### src/design/pce_pkg.sv
`default_nettype none

package pce_pkg;

    // Table geometry
    localparam int TABLE_DEPTH = 64;
    localparam int INDEX_BITS  = 6;
    localparam int CNT_BITS    = $clog2(TABLE_DEPTH + 1);

    // Field widths of the channels
    localparam int VALUE_BITS  = 6;
    localparam int ELEM_BITS   = 6;

    // Results per run
    localparam int MAX_RESULTS = 64;
    localparam int RES_BITS    = $clog2(MAX_RESULTS);

    // Item kinds
    localparam logic KIND_LOAD = 1'b0;
    localparam logic KIND_RUN  = 1'b1;

    // Command from the walk engine to the output stage
    typedef struct packed {
        logic                  push;
        logic                  fin;
        logic [INDEX_BITS-1:0] elem;
        logic                  lp;
    } emit_t;

endpackage

`default_nettype wire

### src/design/pce_if.sv
`default_nettype none

interface pce_req_if import pce_pkg::*; ();
    logic                  valid;
    logic                  ready;
    logic                  kind;
    logic [VALUE_BITS-1:0] entry_value;
    logic                  entry_defined;

    modport source (output valid, kind, entry_value, entry_defined, input ready);
    modport sink   (input valid, kind, entry_value, entry_defined, output ready);
endinterface

interface pce_rsp_if import pce_pkg::*; ();
    logic                 valid;
    logic                 ready;
    logic [ELEM_BITS-1:0] element;
    logic                 last_of_piece;
    logic                 last_of_run;
    logic                 empty_run;

    modport source (output valid, element, last_of_piece, last_of_run, empty_run,
                    input ready);
    modport sink   (input valid, element, last_of_piece, last_of_run, empty_run,
                    output ready);
endinterface

`default_nettype wire

### src/design/permutation_cycle_extractor.sv
`default_nettype none

// Load items are accepted back to back; they return nothing. A run first issues the
// first image memory read, then scans indices and emits elements, one read of the
// image memory each and only while the output stage has room, then releases the
// final item. Reset clears the fill count and all control state; the image memory
// is not cleared.
module permutation_cycle_extractor import pce_pkg::*;
(
    input  logic      clk,
    input  logic      rst_n,
    pce_req_if.sink   req,
    pce_rsp_if.source rsp
);

    typedef enum logic [3:0] {
        ST_IDLE = 4'b0001,
        ST_SCAN = 4'b0010,
        ST_WALK = 4'b0100,
        ST_FIN  = 4'b1000
    } state_t;

    state_t                 state_reg, state_next;
    logic [CNT_BITS-1:0]    count_reg, count_next;
    logic [INDEX_BITS-1:0]  cur_reg, cur_next;
    logic [INDEX_BITS-1:0]  root_reg, root_next;
    logic [TABLE_DEPTH-1:0] used_reg, used_next;
    logic [RES_BITS-1:0]    res_reg, res_next;

    // Image memory: defined flag above the image value
    logic [INDEX_BITS:0]    mem [TABLE_DEPTH];
    logic [INDEX_BITS:0]    rdata_reg;
    logic                   mem_we;

    emit_t                  cmd;
    logic                   go;

    logic                   ent_def;
    logic [INDEX_BITS-1:0]  ent_val;
    logic                   ent_ok;
    logic                   ent_cont;
    logic                   at_cap;
    logic                   piece_end;
    logic [CNT_BITS-1:0]    cur_inc;
    logic [CNT_BITS-1:0]    root_inc;

    pce_out_stage u_out
    (
        .clk   (clk),
        .rst_n (rst_n),
        .cmd   (cmd),
        .free  (go),
        .rsp   (rsp)
    );

    assign ent_def  = rdata_reg[INDEX_BITS];
    assign ent_val  = rdata_reg[INDEX_BITS-1:0];
    // Entry still open: defined, in range and not yet consumed this run
    assign ent_ok   = ent_def && (CNT_BITS'(ent_val) < count_reg) && !used_reg[cur_reg];
    assign ent_cont = ent_ok && (ent_val != cur_reg);
    assign at_cap   = (res_reg == RES_BITS'(MAX_RESULTS - 1));
    assign cur_inc  = CNT_BITS'(cur_reg) + CNT_BITS'(1);
    assign root_inc = CNT_BITS'(root_reg) + CNT_BITS'(1);
    assign piece_end = !ent_cont || (ent_val == root_reg);

    assign req.ready = (state_reg == ST_IDLE);
    assign mem_we    = req.valid && req.ready && (req.kind == KIND_LOAD)
                       && (count_reg < CNT_BITS'(TABLE_DEPTH));

    // Sequence the scan and the walks
    always_comb
    begin
        state_next = state_reg;
        count_next = count_reg;
        cur_next   = cur_reg;
        root_next  = root_reg;
        used_next  = used_reg;
        res_next   = res_reg;
        cmd        = '0;

        case (state_reg)
            ST_IDLE:
            begin
                if (req.valid)
                begin
                    if (req.kind == KIND_LOAD)
                    begin
                        if (mem_we)
                        begin
                            count_next = count_reg + CNT_BITS'(1);
                        end
                    end
                    else
                    begin
                        used_next = '0;
                        res_next  = '0;
                        cur_next  = '0;
                        if (count_reg == '0)
                        begin
                            state_next = ST_FIN;
                        end
                        else
                        begin
                            state_next = ST_SCAN;
                        end
                    end
                end
            end

            ST_SCAN:
            begin
                if (go)
                begin
                    if (ent_cont)
                    begin
                        // Open a piece at this index
                        cmd.push          = 1'b1;
                        cmd.elem          = cur_reg;
                        cmd.lp            = at_cap;
                        used_next[cur_reg] = 1'b1;
                        res_next          = res_reg + RES_BITS'(1);
                        root_next         = cur_reg;
                        if (at_cap)
                        begin
                            state_next = ST_FIN;
                        end
                        else
                        begin
                            cur_next   = ent_val;
                            state_next = ST_WALK;
                        end
                    end
                    else if (cur_inc == count_reg)
                    begin
                        state_next = ST_FIN;
                    end
                    else
                    begin
                        cur_next = cur_inc[INDEX_BITS-1:0];
                    end
                end
            end

            ST_WALK:
            begin
                if (go)
                begin
                    // Emit this element and follow its image unless the piece or the run ends here
                    cmd.push          = 1'b1;
                    cmd.elem          = cur_reg;
                    cmd.lp            = piece_end || at_cap;
                    used_next[cur_reg] = 1'b1;
                    res_next          = res_reg + RES_BITS'(1);
                    if (at_cap)
                    begin
                        state_next = ST_FIN;
                    end
                    else if (piece_end)
                    begin
                        if (root_inc == count_reg)
                        begin
                            state_next = ST_FIN;
                        end
                        else
                        begin
                            cur_next   = root_inc[INDEX_BITS-1:0];
                            state_next = ST_SCAN;
                        end
                    end
                    else
                    begin
                        cur_next = ent_val;
                    end
                end
            end

            ST_FIN:
            begin
                if (go)
                begin
                    cmd.fin    = 1'b1;
                    state_next = ST_IDLE;
                end
            end

            default:
            begin
                state_next = ST_IDLE;
            end
        endcase
    end

    always_ff @(posedge clk or negedge rst_n)
    begin
        if (!rst_n)
        begin
            state_reg <= ST_IDLE;
            count_reg <= '0;
            cur_reg   <= '0;
            root_reg  <= '0;
            used_reg  <= '0;
            res_reg   <= '0;
        end
        else
        begin
            state_reg <= state_next;
            count_reg <= count_next;
            cur_reg   <= cur_next;
            root_reg  <= root_next;
            used_reg  <= used_next;
            res_reg   <= res_next;
        end
    end

    // Write loads in order; read the entry the engine visits next
    always_ff @(posedge clk)
    begin
        if (mem_we)
        begin
            mem[count_reg[INDEX_BITS-1:0]] <= {req.entry_defined,
                                               req.entry_value[INDEX_BITS-1:0]};
        end
        rdata_reg <= mem[cur_next];
    end

    // Engine only visits loaded entries
    a_cur_loaded: assert property (@(posedge clk) disable iff (!rst_n)
        (state_reg == ST_SCAN || state_reg == ST_WALK)
        |-> (CNT_BITS'(cur_reg) < count_reg))
        else $error("visited index beyond the loaded table");

    // The piece start is consumed for the whole walk
    a_root_used: assert property (@(posedge clk) disable iff (!rst_n)
        (state_reg == ST_WALK) |-> used_reg[root_reg])
        else $error("walk root not marked consumed");

    // No results leave the engine while it waits for items
    a_idle_quiet: assert property (@(posedge clk) disable iff (!rst_n)
        (state_reg == ST_IDLE) |-> !(cmd.push || cmd.fin))
        else $error("result issued while idle");

    // Loads never run the fill count past the table
    a_count_bound: assert property (@(posedge clk) disable iff (!rst_n)
        count_reg <= CNT_BITS'(TABLE_DEPTH))
        else $error("fill count beyond table depth");

endmodule

`default_nettype wire

### src/design/pce_out_stage.sv
`default_nettype none

module pce_out_stage import pce_pkg::*;
(
    input  logic       clk,
    input  logic       rst_n,
    input  emit_t      cmd,
    output logic       free,
    pce_rsp_if.source  rsp
);

    logic                  pend_valid_reg, pend_valid_next;
    logic [INDEX_BITS-1:0] pend_elem_reg, pend_elem_next;
    logic                  pend_lp_reg, pend_lp_next;

    logic                  out_valid_reg, out_valid_next;
    logic [ELEM_BITS-1:0]  out_elem_reg, out_elem_next;
    logic                  out_lp_reg, out_lp_next;
    logic                  out_lr_reg, out_lr_next;
    logic                  out_empty_reg, out_empty_next;

    // The output register can take a new item this cycle
    assign free = !out_valid_reg || rsp.ready;

    assign rsp.valid         = out_valid_reg;
    assign rsp.element       = out_elem_reg;
    assign rsp.last_of_piece = out_lp_reg;
    assign rsp.last_of_run   = out_lr_reg;
    assign rsp.empty_run     = out_empty_reg;

    // Hold one result back until it is known whether it ends the run
    always_comb
    begin
        pend_valid_next = pend_valid_reg;
        pend_elem_next  = pend_elem_reg;
        pend_lp_next    = pend_lp_reg;
        out_valid_next  = out_valid_reg && !rsp.ready;
        out_elem_next   = out_elem_reg;
        out_lp_next     = out_lp_reg;
        out_lr_next     = out_lr_reg;
        out_empty_next  = out_empty_reg;

        if (cmd.push)
        begin
            if (pend_valid_reg)
            begin
                out_valid_next = 1'b1;
                out_elem_next  = ELEM_BITS'(pend_elem_reg);
                out_lp_next    = pend_lp_reg;
                out_lr_next    = 1'b0;
                out_empty_next = 1'b0;
            end
            pend_valid_next = 1'b1;
            pend_elem_next  = cmd.elem;
            pend_lp_next    = cmd.lp;
        end
        else if (cmd.fin)
        begin
            out_valid_next = 1'b1;
            out_lr_next    = 1'b1;
            if (pend_valid_reg)
            begin
                out_elem_next  = ELEM_BITS'(pend_elem_reg);
                out_lp_next    = 1'b1;
                out_empty_next = 1'b0;
            end
            else
            begin
                out_elem_next  = '0;
                out_lp_next    = 1'b0;
                out_empty_next = 1'b1;
            end
            pend_valid_next = 1'b0;
        end
    end

    always_ff @(posedge clk or negedge rst_n)
    begin
        if (!rst_n)
        begin
            pend_valid_reg <= 1'b0;
            out_valid_reg  <= 1'b0;
        end
        else
        begin
            pend_valid_reg <= pend_valid_next;
            out_valid_reg  <= out_valid_next;
        end
    end

    always_ff @(posedge clk)
    begin
        pend_elem_reg <= pend_elem_next;
        pend_lp_reg   <= pend_lp_next;
        out_elem_reg  <= out_elem_next;
        out_lp_reg    <= out_lp_next;
        out_lr_reg    <= out_lr_next;
        out_empty_reg <= out_empty_next;
    end

    // Engine never issues two commands at once
    a_one_cmd: assert property (@(posedge clk) disable iff (!rst_n)
        !(cmd.push && cmd.fin))
        else $error("push and finish in the same cycle");

    // Engine only issues a command when the output register has room
    a_cmd_room: assert property (@(posedge clk) disable iff (!rst_n)
        (cmd.push || cmd.fin) |-> free)
        else $error("command issued while output stalled");

    // Finishing a run leaves nothing held back
    a_fin_drains: assert property (@(posedge clk) disable iff (!rst_n)
        cmd.fin |=> (!pend_valid_reg && out_valid_reg && out_lr_reg))
        else $error("run end did not drain the held result");

    // An empty-run marker is the only item of its run
    a_empty_form: assert property (@(posedge clk) disable iff (!rst_n)
        (out_valid_reg && out_empty_reg) |-> (out_lr_reg && !out_lp_reg))
        else $error("malformed empty-run item");

endmodule

`default_nettype wire

### src/flat_wrapper.sv
// flat-port wrapper written by rule: the top's interface ports become plain ports
module permutation_cycle_extractor_flat import pce_pkg::*;
  (clk, rst_n, req_valid, req_kind, req_entry_value, req_entry_defined, req_ready, rsp_valid, rsp_element, rsp_last_of_piece, rsp_last_of_run, rsp_empty_run, rsp_ready);
  pce_req_if req_i ();
  pce_rsp_if rsp_i ();
  input  logic clk;
  input  logic rst_n;
  input wire logic [$bits(req_i.valid)-1:0] req_valid;
  input wire logic [$bits(req_i.kind)-1:0] req_kind;
  input wire logic [$bits(req_i.entry_value)-1:0] req_entry_value;
  input wire logic [$bits(req_i.entry_defined)-1:0] req_entry_defined;
  output wire logic [$bits(req_i.ready)-1:0] req_ready;
  output wire logic [$bits(rsp_i.valid)-1:0] rsp_valid;
  output wire logic [$bits(rsp_i.element)-1:0] rsp_element;
  output wire logic [$bits(rsp_i.last_of_piece)-1:0] rsp_last_of_piece;
  output wire logic [$bits(rsp_i.last_of_run)-1:0] rsp_last_of_run;
  output wire logic [$bits(rsp_i.empty_run)-1:0] rsp_empty_run;
  input wire logic [$bits(rsp_i.ready)-1:0] rsp_ready;
  assign req_i.valid = req_valid;
  assign req_i.kind = req_kind;
  assign req_i.entry_value = req_entry_value;
  assign req_i.entry_defined = req_entry_defined;
  assign req_ready = req_i.ready;
  assign rsp_valid = rsp_i.valid;
  assign rsp_element = rsp_i.element;
  assign rsp_last_of_piece = rsp_i.last_of_piece;
  assign rsp_last_of_run = rsp_i.last_of_run;
  assign rsp_empty_run = rsp_i.empty_run;
  assign rsp_i.ready = rsp_ready;
  permutation_cycle_extractor u_core (.clk(clk), .rst_n(rst_n), .req(req_i), .rsp(rsp_i));
endmodule
### config.mk
export PLATFORM = sky130hd
export DESIGN_NAME = permutation_cycle_extractor_flat
export DESIGN_NICKNAME = d
export VERILOG_FILES = /design/src/design/pce_pkg.sv /design/src/design/pce_if.sv /design/src/design/permutation_cycle_extractor.sv /design/src/design/pce_out_stage.sv /design/src/flat_wrapper.sv
export SDC_FILE = /design/constraint.sdc
export NUM_CORES = 1
export LEC_CHECK = 0
export ABC_AREA = 1
export BUFFER_PORTS_ARGS = -buffer_cell sky130_fd_sc_hd__buf_2
export CORE_AREA = 2 2 249 300
export CTS_CLUSTER_DIAMETER = 60
export DETAILED_ROUTE_END_ITERATION = 12
export DIE_AREA = 0 0 251 302
export GPL_ROUTABILITY_DRIVEN = 1
export GPL_TIMING_DRIVEN = 0
export PLACE_DENSITY_LB_ADDON = 0.25
export SLEW_MARGIN = 10
export SYNTH_ARGS = -nofsm -noshare
export SYNTH_HDL_FRONTEND = slang
export SYNTH_SLANG_ARGS = --single-unit
### constraint.sdc
create_clock -name clk -period 6 [get_ports clk]
set_input_delay 1.8 -clock clk [delete_from_list [all_inputs] [get_ports clk]]
set_output_delay 1.8 -clock clk [all_outputs]
set_load 0.005 [all_outputs]
==> impl_metrics.json, run 1 <==
{
  "yosysSeqAreaShare_pct": 61.33,
  "syn_inst": 2763,
  "reg2reg_to": "u_core.rdata_reg[3]",
  "avgSynthCellArea_sq_um": 9.709,
  "vias": 20000,
  "core_sq_um": 73100,
  "layout.nets": 2875,
  "placed_area_sq_um": 28330,
  "synth_fp_nets": 2785,
  "worstMarginPinSlew_ns": 1.172,
  "row_count": 109,
  "fill_cells": 7089,
  "grt.total_usage_pct": 21.59,
  "post-route-period-util_pct": 78.12,
  "synth_edf_count": 464,
  "yosys_warnings": 0,
  "holdPathEnd": "u_core.used_reg[4]",
  "worstPathArrival_ns": 5.24,
  "yosys-top-cells-area": "edfxtp_1 (52%), nand3_1 (11%), dfrtp_1 (8.8%), nand2_1 (7.3%), inv_1 (5.6%)",
  "regToRegStartpoint": "u_core.count_reg[5]",
  "root_buffer": "clkbuf_16",
  "clkTransAtPathRegs_ns": 0.06,
  "largest_reg_flops": 448,
  "grt_pass1_vias": 20070,
  "cts_hold_buffers": 0,
  "path_max_fanout": 10,
  "report.final.slew_viol_count": 0,
  "setup_viol": 0,
  "r2r_cells": 23,
  "wl_per_cell_um": 21.28,
  "status": "finished, final reports clean",
  "die_h_um": 302,
  "portBuffers": 22,
  "hpwl_mm": 58.14,
  "worst_clock_skew_ns": 0.03260,
  "r2r_slack_ns": 1.31,
  "cts_max_level": 2,
  "drt_pass1_iterations": 5,
  "cts_setup_buffers": 0,
  "clk_latency_ns": 0.65,
  "path_class": "register to register",
  "ys_ff_latch": 566,
  "hold_violations": 0,
  "grt_overflow_total": 0,
  "drv_cap": 0,
  "fp.dieW_um": 251,
  "hold_class": "register to register",
  "fin_util_pct": 41.65,
  "hold_ws_ns": 0.5144,
  "numCtsBuffers": 59,
  "clk_path_buf_depth": 3,
  "ctsResizeCount": 0,
  "worst_setup_path_end_kind": "register",
  "cts_tree": "done",
  "finalCriticalPeriod_ns": 4.687,
  "hp-start": "u_core.used_reg[4]",
  "netlist_area_sq_um": 26830,
  "max_freq_ghz": 0.2134,
  "drc": 0,
  "diodes": 0,
  "required_ns": 6.55,
  "yosysTopAreaCellShare_pct": 51.94,
  "viasPerCell": 5.200,
  "ys_async_sr_fraction_pct": 16.78,
  "antenna_found_initial": 1,
  "drt-initial-drc-count": 1600,
  "postRouteAntennaNets": 0,
  "synth.distinct_cells": 50,
  "cts_sinks": 566,
  "min_path_cells": 2,
  "tns_ns": 0,
  "post_route_cells_drive_above_1_share_pct": 9.060,
  "synth_top_area_cell": "edfxtp_1",
  "drt-total-wl_mm": 81.86,
  "grt_pass1_wl_mm": 122.9,
  "start_kind": "register",
  "rsz0062_at_grt": "no",
  "grt_start_max_net_pins": 65,
  "syn2layout_area_growth_pct": 13.49,
  "floorplan.initialDensity_pct": 36.70,
  "synthFlopType": "edfxtp_1",
  "io_pins": 23,
  "postLayoutCellArea_sq_um": 30440,
  "place_congestion": 0.9439,
  "slew_headroom_pct": 21.64,
  "die_area_sq_um": 75800
}
[kinds of logic (layout without fill, tap and decap cells)]
family | count (synthesis) | count (layout) | synth area share, %
DFF | 566 | 566 | 61.33
buffers and inverters | 575 | 715 | 8.885
adders and majority gates | 10 | 10 | 0.4664
xor gates and xnor gates | 16 | 16 | 0.5224
and+or+nand+nor | 1451 | 1451 | 25.78
muxes | 1 | 1 | 0.04197
AOI/OAI and AO/OA | 144 | 144 | 2.971
[critical path, cell delays in order (launching register included)]
cell      delay (ns)
dfrtp_1         0.31
buf_2           0.26
clkinv_1        0.37
ha_1            0.42
nand2_1         0.08
nor2_1          0.04
nor2_1          0.17
nand2_1         0.10
nor2_1          0.10
nand2_1         0.08
nor2_4          0.18
nand3_1         0.13
buf_6           0.17
o211ai_1        0.07
o21ai_0         0.11
o21ai_1         0.14
nand2_1         0.07
o21ai_1         0.26
buf_2           0.40
buf_2           0.37
nand3_1         0.26
nand3_1         0.15
nand3_1         0.18
nand2_1         0.18
[synthesized netlist by cell type, types with 12 or more instances]
cell type / instances
o21ai_0: 32
inv_1: 402
buf_4: 23
nand3b_1: 154
edfxtp_1: 464
nand2_1: 521
dfrtp_1: 94
clkbuf_1: 47
nand3_1: 584
xor2_1: 12
buf_2: 72
nor2_1: 148
a21oi_1: 82
[stage by stage]
step	cells	setup slack [ns]
2_1_floorplan	2763	2.336
3_3_place_gp	3728	1.048
3_5_place_dp	3735	1.002
4_1_cts	3846	1.469
5_1_grt	3846	1.067
6_report	3846	1.313
[routing by layer]
| metal | vias to the layer above | part of all wire (%) | track usage [%] | routed length, um |
|---|---|---|---|---|
| li1 | 9426 | - | - | - |
| met1 | 9801 | 40 | 26.08 | 32740 |
| met2 | 613 | 50 | 38.95 | 41200 |
| met3 | 159 | 5.6 | 2.934 | 4574 |
| met4 | 0 | 4.1 | 8.631 | 3338 |
| met5 | - | 0 | 0 | 0 |
[placed cells by master (no fill, tap or decap), types with 10 or more instances in the layout]
master | synthesis | layout
nand4_1 | 11 | 11
clkinv_2 | 0 | 14
inv_2 | 10 | 10
nand3_1 | 584 | 584
clkbuf_16 | 0 | 59
nor2_1 | 148 | 148
buf_2 | 72 | 86
ha_1 | 10 | 10
o21ai_0 | 32 | 31
bufinv_16 | 0 | 13
xor2_1 | 12 | 12
clkbuf_1 | 47 | 55
nand2_1 | 521 | 521
a21oi_1 | 82 | 82
buf_4 | 23 | 31
edfxtp_1 | 464 | 464
inv_1 | 402 | 402
o211ai_1 | 10 | 10
clkinv_1 | 6 | 16
dfrtp_1 | 94 | 94
nand3b_1 | 154 | 154
[worst max-delay path by stage]
| stage | start | to | slack [ns] | depth (start not counted) |
|---|---|---|---|---|
| floorplan | rsp_ready | u_core.u_out.rsp.valid | 2.34 | 9 |
| global placement | rsp_ready | u_core.rdata_reg[0] | 1.05 | 16 |
| detailed placement | rsp_ready | u_core.rdata_reg[0] | 1.00 | 16 |
| CTS | u_core.count_reg[5] | u_core.rdata_reg[2] | 1.47 | 23 |
| global route | u_core.count_reg[5] | u_core.rdata_reg[4] | 1.07 | 23 |
| finish | u_core.count_reg[5] | u_core.rdata_reg[3] | 1.31 | 23 |
[area by class of cell]
class | count | area [sq um] | area share (%)
clock buffers | 68 | 1520 | 4.993
multi-input cells | 1622 | 7995 | 26.26
flip-flops and latches | 566 | 16450 | 54.04
clock inverters | 43 | 590.6 | 1.940
plain buffers | 154 | 795.8 | 2.614
repair buffers | 29 | 322.8 | 1.060
well taps | 943 | 1180 | 3.876
inverters | 421 | 1588 | 5.215
Power of run 1 is not shown: default switching activity piles up to over one toggle a cycle in this logic, so the estimate is an artifact.
==> inputs of run 2 (changes only) <==
clock period = 4.3 ns   (was 6 ns; I/O delays follow)
==> impl_metrics.json, run 2 (synthesis results as in run 1) <==
{
  "setup_viol": 0,
  "path_class": "register to register",
  "report.final.slew_viol_count": 0,
  "route.met3.wl_mm": 4.426,
  "cts_max_level": 2,
  "hp-start": "u_core.used_reg[4]",
  "core_sq_um": 73100,
  "finalCriticalPeriod_ns": 4.053,
  "hold_violations": 0,
  "drt-met1-wl_mm": 32.79,
  "grt_pass1_wl_mm": 123.0,
  "post_route_cells_drive_above_1_share_pct": 9.680,
  "drv_cap": 0,
  "portBuffers": 22,
  "cts_tree": "done",
  "worst_setup_path_end_kind": "register",
  "floorplan.initialDensity_pct": 36.70,
  "numCtsBuffers": 59,
  "diodes": 0,
  "path_max_fanout": 10,
  "postRouteAntennaNets": 0,
  "cts_sinks": 566,
  "worst_clock_skew_ns": 0.03737,
  "drt-total-wl_mm": 81.86,
  "die_area_sq_um": 75800,
  "hpwl_mm": 58.14,
  "max_freq_ghz": 0.2467,
  "die_h_um": 302,
  "grt_overflow_total": 0,
  "fin_util_pct": 41.73,
  "drc": 0,
  "layout.nets": 2875,
  "final_common_cell": "nand3_1",
  "worstPathArrival_ns": 4.60,
  "vias": 20000,
  "slew_headroom_pct": 19.90,
  "status": "finished, final reports clean",
  "regToRegStartpoint": "u_core.count_reg[5]",
  "io_pins": 23,
  "drt-initial-drc-count": 1597,
  "wl_per_cell_um": 21.29,
  "required_ns": 4.85,
  "largest_reg_flops": 448,
  "startpoint": "u_core.count_reg[5]",
  "clkTransAtPathRegs_ns": 0.06,
  "viasPerCell": 5.201,
  "grt_pass1_vias": 20080,
  "place_congestion": 0.9439,
  "start_kind": "register",
  "grt.total_usage_pct": 21.60,
  "post-route-period-util_pct": 94.26,
  "rsz0062_at_grt": "no",
  "cts_hold_buffers": 0,
  "dr.max_layer_used": "met4",
  "fp.dieW_um": 251,
  "row_count": 109,
  "antenna_found_initial": 1,
  "clk_latency_ns": 0.66,
  "wl_met2_mm": 41.26,
  "syn2layout_area_growth_pct": 13.71,
  "hold_class": "register to register",
  "worstMarginPinSlew_ns": 1.198,
  "grt_start_max_net_pins": 65,
  "clk_path_buf_depth": 3,
  "drt_pass1_iterations": 7,
  "final_cell_mix": "nand3_1 (584), nand2_1 (521), edfxtp_1 (464)",
  "root_buffer": "clkbuf_16"
}
==> run 2: changes by cell type in the layout (fill, tap and decap cells not counted), sizes merged <==
cell,before,now
inv,416,419
clkinv,33,30
buf,136,134
clkbuf,115,117
==> run 2: metrics by stage <==
step	std cells	area (sq um)	hold slack, ns	setup WS [ns]	TNS, ns
final	3846	30500	0.5142	0.2469	0
after global routing	3846	30500	0.5366	0.02323	0
after CTS	3846	30450	0.5191	0.01481	0
after detailed placement	3735	28330	0.5094	-0.2020	-1.337
after global placement	3728	28120	0.5004	-0.2199	-1.375
after floorplan	2763	26830	0.4887	1.146	0
==> run 2: final cells by class <==
class | count | area, sq um
buffer | 153 | 819.5
clock buffer | 68 | 1520
clock inverter | 43 | 590.6
fill | 7077 | 42600
inverter | 421 | 1595
multi-input combinational | 1622 | 8015
sequential | 566 | 16450
tap | 943 | 1180
timing repair buffer | 30 | 330.3
==> run 2: repair_timing <==
item	4_1_cts	5_1_grt
buffers inserted	0	1
hold endpoints to repair	0	0
endpoints found under the setup margin	7	7
pin swaps	0	1
gates resized for setup	10	23
==> run 2: metal layers <==
metal	up-vias	GRT usage [%]
met1	9774	26.09
met4	0	8.659
met2	643	38.94
met5	-	0
met3	155	2.943
li1	9432	-
==> run 2: worst paths after layout <==
path | to | slack [ns] | depth (start not counted)
min in group asynchronous | u_core.res_reg[0] | 0.62 | 1
worst max register to register | u_core.rdata_reg[3] | 0.25 | 25
worst min register to register | u_core.used_reg[4] | 0.51 | 2
worst max-delay path | u_core.rdata_reg[3] | 0.25 | 25
max in group asynchronous | u_core.used_reg[19] | 2.98 | 2
worst min-delay path | u_core.used_reg[4] | 0.51 | 2
==> run 2: worst max-delay path: stages, from the launching register on <==
cell and delay [ns]:
dfrtp_1 0.35, clkbuf_4 0.21, inv_4 0.15, ha_1 0.26, nand2_1 0.07, nor2_1 0.04, nor2_1 0.17, nand2_1 0.10
nor2_1 0.10, nand2_1 0.08, nor2_4 0.18, nand3_1 0.13, buf_6 0.17, nand3_1 0.07, nand2_1 0.07, nand2_2 0.10
nand2_2 0.08, nor2_4 0.20, buf_6 0.23, buf_4 0.21, nand3_1 0.13, nand3_1 0.13, nand3_1 0.20, nand3_1 0.15
nand3_1 0.18, nand2_1 0.18
Power of run 2 is left out for the same reason.
